File: src/rtl/core/bdsp_pkg.sv
// bdsp_pkg: shared types and codes of the blocked degree sort permutation block
// no dependencies; used by every file under rtl/core
`default_nettype none
package bdsp_pkg;

	localparam int unsigned ENTRY_W = 10;
	localparam int unsigned INDEX_W = 32;

	localparam logic [1:0] OP_ADD   = 2'd0;
	localparam logic [1:0] OP_BUILD = 2'd1;
	localparam logic [1:0] OP_READ  = 2'd2;
	localparam logic [1:0] OP_CLEAR = 2'd3;

	localparam logic [1:0] ST_OK       = 2'd0;
	localparam logic [1:0] ST_RANGE    = 2'd1;
	localparam logic [1:0] ST_NO_BUILD = 2'd2;

	localparam logic [1:0] REG_DIM   = 2'd0;
	localparam logic [1:0] REG_ROW   = 2'd1;
	localparam logic [1:0] REG_FIRST = 2'd2;
	localparam logic [1:0] REG_SORT  = 2'd3;

	typedef struct packed {
		logic [1:0]         opcode;
		logic [INDEX_W-1:0] row_index;
		logic [INDEX_W-1:0] column_index;
	} cmd_t;

	typedef struct packed {
		logic [1:0]         status;
		logic [ENTRY_W-1:0] perm_entry;
		logic [ENTRY_W-1:0] inverse_entry;
	} result_t;

	typedef struct packed {
		logic insert;
		logic drain;
	} chain_ctrl_t;

	typedef enum logic [3:0] {
		S_CLEAR,
		S_IDLE,
		S_ADD,
		S_RD,
		S_FEED,
		S_FLUSH,
		S_DRAIN,
		S_IDENT,
		S_FIN
	} state_t;

endpackage
`default_nettype wire

File: src/rtl/core/bdsp_cell.sv
// bdsp_cell: one sorting cell, keeps the smaller key and passes the larger on
// depends on bdsp_pkg
`default_nettype none
module bdsp_cell #(
	parameter int unsigned KW = 8
) (
	input  wire                      clk,
	input  wire                      arst_n,
	input  bdsp_pkg::chain_ctrl_t    ctrl,
	input  wire                      in_v,
	input  wire [KW-1:0]             in_key,
	input  wire                      next_v,
	input  wire [KW-1:0]             next_key,
	output logic                     held_v,
	output logic [KW-1:0]            held_key,
	output logic                     pass_v,
	output logic [KW-1:0]            pass_key
);

	logic          held_v_q, pass_v_q;
	logic [KW-1:0] held_key_q, pass_key_q;
	logic          take;

	assign take = in_v && (!held_v_q || (in_key < held_key_q));

	always_ff @(posedge clk or negedge arst_n) begin
		if (!arst_n) begin
			held_v_q <= 1'b0;
			pass_v_q <= 1'b0;
		end else if (ctrl.drain) begin
			held_v_q <= next_v;
			pass_v_q <= 1'b0;
		end else if (ctrl.insert) begin
			if (take) begin
				held_v_q <= 1'b1;
				pass_v_q <= held_v_q;
			end else begin
				pass_v_q <= in_v;
			end
		end else begin
			pass_v_q <= 1'b0;
		end
	end

	always_ff @(posedge clk) begin
		if (ctrl.drain) begin
			held_key_q <= next_key;
		end else if (ctrl.insert) begin
			if (take) begin
				held_key_q <= in_key;
				pass_key_q <= held_key_q;
			end else begin
				pass_key_q <= in_key;
			end
		end
	end

	assign held_v   = held_v_q;
	assign held_key = held_key_q;
	assign pass_v   = pass_v_q;
	assign pass_key = pass_key_q;

endmodule
`default_nettype wire

File: src/rtl/core/bdsp_chain.sv
// bdsp_chain: row of sorting cells, smallest key ends up at the head
// depends on bdsp_pkg and bdsp_cell
`default_nettype none
module bdsp_chain #(
	parameter int unsigned CELLS = 4,
	parameter int unsigned KW    = 8
) (
	input  wire                   clk,
	input  wire                   arst_n,
	input  bdsp_pkg::chain_ctrl_t ctrl,
	input  wire                   in_v,
	input  wire [KW-1:0]          in_key,
	output logic                  head_v,
	output logic [KW-1:0]         head_key
);

	logic [CELLS:0]        lv;
	logic [KW-1:0]         lkey [CELLS+1];
	logic [CELLS:0]        hv;
	logic [KW-1:0]         hkey [CELLS+1];

	assign lv[0]       = in_v;
	assign lkey[0]     = in_key;
	// empty entry shifted in behind the last cell while draining
	assign hv[CELLS]   = 1'b0;
	assign hkey[CELLS] = '0;

	for (genvar k = 0; k < CELLS; k++) begin : g_cell
		bdsp_cell #(.KW(KW)) u_cell (
			.clk      (clk),
			.arst_n   (arst_n),
			.ctrl     (ctrl),
			.in_v     (lv[k]),
			.in_key   (lkey[k]),
			.next_v   (hv[k+1]),
			.next_key (hkey[k+1]),
			.held_v   (hv[k]),
			.held_key (hkey[k]),
			.pass_v   (lv[k+1]),
			.pass_key (lkey[k+1])
		);
	end

	assign head_v   = hv[0];
	assign head_key = hkey[0];

endmodule
`default_nettype wire

File: config.mk
export PLATFORM = sky130hd
export DESIGN_NAME = bdsp_chain
export DESIGN_NICKNAME = d
export VERILOG_FILES = /design/src/rtl/core/bdsp_pkg.sv /design/src/rtl/core/bdsp_cell.sv /design/src/rtl/core/bdsp_chain.sv
export SDC_FILE = /design/constraint.sdc
export NUM_CORES = 1
export LEC_CHECK = 0
export BUFFER_PORTS_ARGS = -buffer_cell sky130_fd_sc_hd__buf_2
export CAP_MARGIN = 20
export CORE_AREA = 4 4 94 96
export DETAILED_ROUTE_END_ITERATION = 8
export DIE_AREA = 0 0 98 100
export PLACE_DENSITY = 0.76
export RECOVER_POWER = 25
export SLEW_MARGIN = 20
export SYNTH_ARGS = -nofsm -noshare
export SYNTH_HDL_FRONTEND = slang
export SYNTH_HIERARCHICAL = 1
export SYNTH_SLANG_ARGS = --single-unit
File: constraint.sdc
create_clock -name clk -period 1.9 [get_ports clk]
set_input_delay 0.38 -clock clk [delete_from_list [all_inputs] [get_ports clk]]
set_output_delay 0.38 -clock clk [all_outputs]
set_load 0.05 [all_outputs]
==> results of run 1 <==
## power by group
group,internal [W],total [W],switching [W]
Combinational,0.000390,0.000758,0.000368
Clock,0.000727,0.00124,0.000517
Sequential,0.00163,0.00169,0.0000607
Total,0.00275,0.00369,0.000946
## repair_timing
action,in CTS,in global routing
hold endpoints to repair,7,0
gates resized for setup,24,3
setup buffers,6,2
hold buffers,1,0
gates cloned,0,0
endpoints found under the setup margin,56,56
pin swaps,17,8
## state kept, by name, summed over array words and instances (netlist names)
register                count
g_cell.u_cell/held_key     32
g_cell.u_cell/pass_key     24
g_cell.u_cell/held_v        4
g_cell.u_cell/pass_v        3
## layout make-up
cell class / instances / area [sq um] / share of cell area, %
inverter: 35 / 131.4 / 2.821
clock inverter: 7 / 87.58 / 1.881
timing repair buffer: 80 / 599.3 / 12.87
clock buffer: 9 / 123.9 / 2.660
tap: 105 / 131.4 / 2.821
multi-input combinational: 165 / 1727 / 37.08
sequential: 63 / 1857 / 39.87
## layer usage
layer	vias up	part of all wire, %
met5	-	0
met4	0	2.6
met3	19	2.9
met2	45	50
met1	1146	44
li1	1164	-
## critical path, stage by stage, from the launching register on
cell and delay, ns:
edfxtp_1 0.36, inv_1 0.05, ha_1 0.30, a211o_1 0.30
a21oi_2 0.21, o2111ai_2 0.18, o21ai_4 0.11, buf_12 0.15
mux2_4 0.30
## worst min-delay path by stage
stage,cells past startpoint,start,slack [ns],endpoint
global placement,1,arst_n,0.23,g_cell[3].u_cell/held_v$_DFFE_PN0P_
finish,2,in_key[0],0.39,g_cell[0].u_cell/held_key[0]$_DFFE_PP_
floorplan,0,arst_n,0.08,g_cell[0].u_cell/held_v$_DFFE_PN0P_
detailed placement,1,arst_n,0.23,g_cell[3].u_cell/held_v$_DFFE_PN0P_
global route,2,in_key[0],0.38,g_cell[0].u_cell/pass_key[0]$_DFFE_PP_
CTS,2,in_key[0],0.37,g_cell[0].u_cell/pass_key[0]$_DFFE_PP_
## metrics by stage
| stage | TNS, ns | worst slack [ns] | utilization [%] | hold WS (ns) | area, sq um |
|---|---|---|---|---|---|
| 6_report | -8.357 | -0.3073 | 57.84 | 0.3930 | 4657 |
| 5_1_grt | -11.18 | -0.3517 | 57.84 | 0.3845 | 4657 |
| 4_1_cts | -7.933 | -0.2848 | 57.65 | 0.3713 | 4642 |
| 3_5_place_dp | -14.13 | -0.4364 | 52.54 | 0.2329 | 4230 |
| 3_3_place_gp | -11.38 | -0.3510 | 52.54 | 0.2271 | 4230 |
| 2_1_floorplan | -9.438 | -0.4974 | - | 0.08441 | 3608 |
==> summary.md, run 1 <==
| Metric | Value |
|---|---|
| Power per cell area | `~790 nW/um^2` |
| Area grow syn2layout | `32.79%` |
| Min cycle time layout | `approximately 2.2 ns` |
| Share of cells above drive strength 1 | `48.47%` |
| Reg2reg setup slack | `-0.31 ns` |
| Worst setup SP type | `flip-flop` |
| Critical R2R Capture | `g_cell[1].u_cell/pass_key[4]$_DFFE_PP_` |
| Hold Path Class | `input port to flip-flop` |
| Number of H-tree levels | `3` |
| Clk_skew | `around 0.0066 ns` |
| Final instance count without filler cells | `between 400 and 500` |
| Largest net degree at the start of global routing | `28` |
| CTS max path bufs | `2` |
| Slew margin rel. | `58.67%` |
| DRT Pass-1 Iters | `4` |
| Syn_area_per_cell | `13.54 sq um` |
| TritonCTS clock tree | `built` |
| Final Hold Fails | `0` |
| Status | `finished with violations` |
| Fin worst setup slack | `-0.3073 ns` |
| Syn Inst Count | `between 200 and 300` |
| Leakage power figure | `around 2.0 nW` |
| Number of global-route vias before repair | `2,592` |
| Endpoint type of the worst setup path | `flip-flop` |
| Final setup violating endpoints | `48` |
| Die width | `between 90 and 100 microns` |
| Antenna diodes | `0` |
| CP Data Arrival Time | `around 2.3 ns` |
| Worst Setup SP | `g_cell[1].u_cell/held_key[5]$_DFFE_PP_` |
| GRT busiest layer | `met2` |
| Clk Tree Root Cell | `clkbuf_8` |
| WP data required | `between 1.5 and 2 ns` |
| Die Y | `approximately 100 microns` |
| Final period util | `116.2%` |
| Total Power | `0.003692 W` |
| Die area | `between 9000 and 10,000 sq um` |
| Vias | `around 2.4k` |
| Leading cell type in the layout, fill and taps excluded | `edfxtp_1` |
| Termination of the worst setup path | `g_cell[1].u_cell/pass_key[4]$_DFFE_PP_` |
| Routed Antenna Nets | `0` |
| Final Net Count | `a little under 400` |
| CTS sink cnt | `63` |
| Most frequent cells in the layout | `edfxtp_1, buf_4, inv_1` |
| Failing checks | `negative setup slack` |
| First-pass GRT wire length | `11,610 microns` |
| Placed cells | `approximately 440` |
| Final Max Slew Viols | `0` |
| Port bufs | `21` |
| Num CTS Buffers | `9` |
| RSZ-0062 raised after global routing | `yes` |
| M2 GR Usage | `between 20% and 30%` |
| CORE AREA | `8051 sq um` |
| Critical setup path kind | `flip-flop to flip-flop` |
| Worst-Margin Slew | `between 0.6 and 0.7 ns` |
| Max capacitance violation total | `0` |
| Initial Util | `43.56%` |
| Ports | `22` |
| Met3 global-route usage | `under 10%` |
| Maximum vdd drop | `0.0004291 V` |
| Worst R2R Path Depth | `8` |
| Post-route DRC | `0` |
| Fmax | `~450 MHz` |
| Post-DP HPWL | `approximately 5200 microns` |
| DRC violation total after the first TritonRoute iteration | `about 110` |
| Ys Warns | `6` |
| FILL cells | `approximately 640` |
| Gpl congestion | `0.7764` |
| Routed len/inst | `14.92 microns` |
| Clock transition at path regs | `~0.070 ns` |
| Clock Latency Late Sink | `between 0.3 and 0.4 ns` |
| GR Util met1 | `17.36%` |
| Mapped cell area | `about 3500 sq um` |
| Antenna violations before repair | `0` |
| DR vias/cell | `5.116` |
| FF-to-FF Start | `g_cell[1].u_cell/held_key[5]$_DFFE_PP_` |
| Worst Path Max Fanout | `8` |
| Final WL | `between 6000 and 7000 microns` |
| GRT overflow | `0` |
| GRT Total Usage | `15.03%` |
| Site Rows | `33` |
(Power assumes the default switching activity.)
==> inputs of run 2 (changes only) <==
--- a/config.mk
+++ b/config.mk
@@ -10,7 +10,7 @@
 export CORE_AREA = 4 4 94 96
 export DETAILED_ROUTE_END_ITERATION = 8
 export DIE_AREA = 0 0 98 100
-export PLACE_DENSITY = 0.76
+export PLACE_DENSITY = 0.69
 export RECOVER_POWER = 25
 export SLEW_MARGIN = 20
 export SYNTH_ARGS = -nofsm -noshare
==> summary.md, run 2 (same netlist as run 1, synthesis figures left out) <==
| Metric | Value |
|---|---|
| WL met3 | `231 microns (was 198 microns)` |
| Max FFs per register | `32 (unchanged)` |
| Antenna violations before repair | `0 (unchanged)` |
| Seq pwr share | `49.8% (was 45.8%)` |
| GRT overflow | `0 (unchanged)` |
| Hold Path Class | `input port to flip-flop (unchanged)` |
| Min cycle time layout | `2.125 ns (was 2.207 ns)` |
| Post-route DRC | `0 (unchanged)` |
| Routed len/inst | `15.07 microns (was 14.92 microns)` |
| Clock transition at path regs | `0.07 ns (about the same)` |
| Routed Antenna Nets | `0 (unchanged)` |
| Vias | `2,338 (was 2,374)` |
| Final core occ | `56.81% (was 57.84%)` |
| Sw power | `0.0009377 W (was 0.0009457 W)` |
| Gpl congestion | `0.7746 (was 0.7764)` |
| Final setup violating endpoints | `49 (was 48)` |
| Initial Util | `43.56% (unchanged)` |
| Setup TNS | `-5.345 ns (was -8.357 ns)` |
| Sw frac | `27.63% (was 25.61%)` |
| Ports | `22 (unchanged)` |
| Final Hold Fails | `0 (unchanged)` |
| CORE AREA | `8051 sq um (unchanged)` |
| Max capacitance violation total | `0 (unchanged)` |
| Fin worst setup slack | `-0.2249 ns (was -0.3073 ns)` |
| Final instance count without filler cells | `464 (unchanged)` |
| Cells along the critical path | `inv_2 > ha_4 > a211o_1 > a21oi_2 > a21boi_2 > o21ai_4 > buf_6 > mux2_4 (was inv_1 > ha_1 > a211o_1 > a21oi_2 > o2111ai_2 > o21ai_4 > buf_12 > mux2_4)` |
| Critical setup path kind | `flip-flop to flip-flop (unchanged)` |
| Highest metal used | `met4 (unchanged)` |
| Met2 routed WL | `3411 microns (was 3488 microns)` |
| Worst Path Max Fanout | `4 (was 8)` |
| Clk Tree Root Cell | `clkbuf_8 (unchanged)` |
| GRT Total Usage | `15.45% (was 15.03%)` |
| Antenna diodes | `0 (unchanged)` |
| Port bufs | `21 (unchanged)` |
| Final Net Count | `395 (unchanged)` |
| Fmax | `470.6 MHz (was 453.0 MHz)` |
| Largest net degree at the start of global routing | `32 (was 28)` |
| Most frequent cells in the layout | `edfxtp_1, buf_4, inv_1 (unchanged)` |
| Die Y | `100 microns (unchanged)` |
| Hold slack final | `0.4121 ns (was 0.3930 ns)` |
| Clock Latency Late Sink | `0.34 ns (was 0.33 ns)` |
| Leakage power figure | `1.993 nW (was 2.019 nW)` |
| Clk_skew | `0.008173 ns (was 0.006632 ns)` |
| Failing checks | `negative setup slack (unchanged)` |
| Final Max Slew Viols | `0 (unchanged)` |
| Final WL | `6993 microns (was 6924 microns)` |
| CP Data Arrival Time | `2.22 ns (was 2.30 ns)` |
| Crit path max-delay cell type | `edfxtp_1 (unchanged)` |
| DRC violation total after the first TritonRoute iteration | `52 (was 108)` |
| Post-DP HPWL | `5158 microns (was 5171 microns)` |
| Worst setup SP type | `flip-flop (unchanged)` |
| Metal1 wirelength | `3221 microns (was 3058 microns)` |
| Clk pwr share | `28.7% (was 33.7%)` |
| Final period util | `111.8% (was 116.2%)` |
| Maximum vdd drop | `0.0003420 V (was 0.0004291 V)` |
| Number of global-route vias before repair | `2,457 (was 2,592)` |
| Internal power | `0.002456 W (was 0.002746 W)` |
| WP data required | `1.99 ns (about the same)` |
| Endpoint type of the worst setup path | `flip-flop (unchanged)` |
| Leading cell type in the layout, fill and taps excluded | `edfxtp_1 (unchanged)` |
| CTS max path bufs | `2 (unchanged)` |
| Die width | `98 microns (unchanged)` |
| Die area | `9800 sq um (unchanged)` |
| Status | `finished with violations (unchanged)` |
| Power per cell area | `741.9 nW/um^2 (was 792.8 nW/um^2)` |
| DRT Pass-1 Iters | `4 (unchanged)` |
| Site Rows | `33 (unchanged)` |
| First-pass GRT wire length | `11,780 microns (was 11,610 microns)` |
| CTS sink cnt | `63 (unchanged)` |
| Total Power | `0.003394 W (was 0.003692 W)` |
| Share of cells above drive strength 1 | `48.75% (was 48.47%)` |
| FILL cells | `675 (was 637)` |
| Slew margin rel. | `50.72% (was 58.67%)` |
| DR vias/cell | `5.039 (was 5.116)` |
| RSZ-0062 raised after global routing | `yes (unchanged)` |
| Area grow syn2layout | `30.43% (was 32.79%)` |
| Worst-Margin Slew | `0.7392 ns (was 0.6200 ns)` |
| Peak per-stage delay on the critical path | `0.43 ns (was 0.36 ns)` |
| TritonCTS clock tree | `built (unchanged)` |
| Comb pwr share | `21.5% (was 20.5%)` |
| Placed cells | `439 (unchanged)` |
| Num CTS Buffers | `9 (unchanged)` |
| Number of H-tree levels | `3 (unchanged)` |
run 2: layout make-up:
type | count | area [sq um] | share of cell area (%)
Inverter | 35 | 131.4 | 2.872
Clock inverter | 6 | 27.53 | 0.6018
Sequential cell | 63 | 1857 | 40.59
Multi-Input combinational cell | 165 | 1732 | 37.86
Tap cell | 105 | 131.4 | 2.872
Timing Repair Buffer | 80 | 568.0 | 12.42
Clock buffer | 10 | 127.6 | 2.790
run 2: power groups by stage:
stage	clock network (W)	registers, W	logic, W
2_1_floorplan	0	0.00177	0.000358
3_3_place_gp	0	0.00171	0.000638
3_5_place_dp	0	0.00172	0.000659
4_1_cts	0.00101	0.00169	0.000732
5_1_grt	0.00106	0.00170	0.000805
6_report	0.000973	0.00169	0.000730
run 2: path summary, 6_finish.rpt:
path                                                         from                                      to  slack, ns  cells after the start
max                        g_cell[0].u_cell/held_key[5]$_DFFE_PP_  g_cell[0].u_cell/pass_key[6]$_DFFE_PP_      -0.22                      8
min                                                          in_v       g_cell[0].u_cell/pass_v$_DFF_PN0_       0.41                      2
max reg2reg                g_cell[0].u_cell/held_key[5]$_DFFE_PP_  g_cell[0].u_cell/pass_key[6]$_DFFE_PP_      -0.22                      8
min reg2reg                   g_cell[3].u_cell/held_v$_DFFE_PN0P_     g_cell[2].u_cell/held_v$_DFFE_PN0P_       0.56                      2
max in group asynchronous                                  arst_n       g_cell[0].u_cell/pass_v$_DFF_PN0_       1.08                      2
min in group asynchronous                                  arst_n     g_cell[3].u_cell/held_v$_DFFE_PN0P_       0.49                      2
run 2: layer usage:
metal  track usage, %  vias to the layer above
met3            3.822                       11
met2            25.39                       37
met4            6.603                        0
met1            19.51                     1139
li1                 -                     1151
met5                0                        -
run 2: worst max-delay path: cells and delay by family (launching register included):
family / cells / cell delay [ns]
buffers and inverters: 2 / 0.24
muxes: 1 / 0.29
DFF: 1 / 0.43
AOI/OAI and AO/OA: 4 / 0.73
adders and majority gates: 1 / 0.19
run 2: repair_timing:
action,in CTS,in global routing
endpoints found under the hold margin,7,0
hold buffers,1,0
pin swaps,17,7
endpoints found under the setup margin,56,56
cloned,0,0
setup buffers,7,1
gates resized for setup,30,3
run 2: stage by stage:
| step | area, sq um | worst slack [ns] |
|---|---|---|
| global placement | 4218 | -0.3541 |
| CTS | 4568 | -0.2492 |
| global route | 4574 | -0.3503 |
| finish | 4574 | -0.2249 |
| floorplan | 3608 | -0.4974 |
| detailed placement | 4218 | -0.4055 |
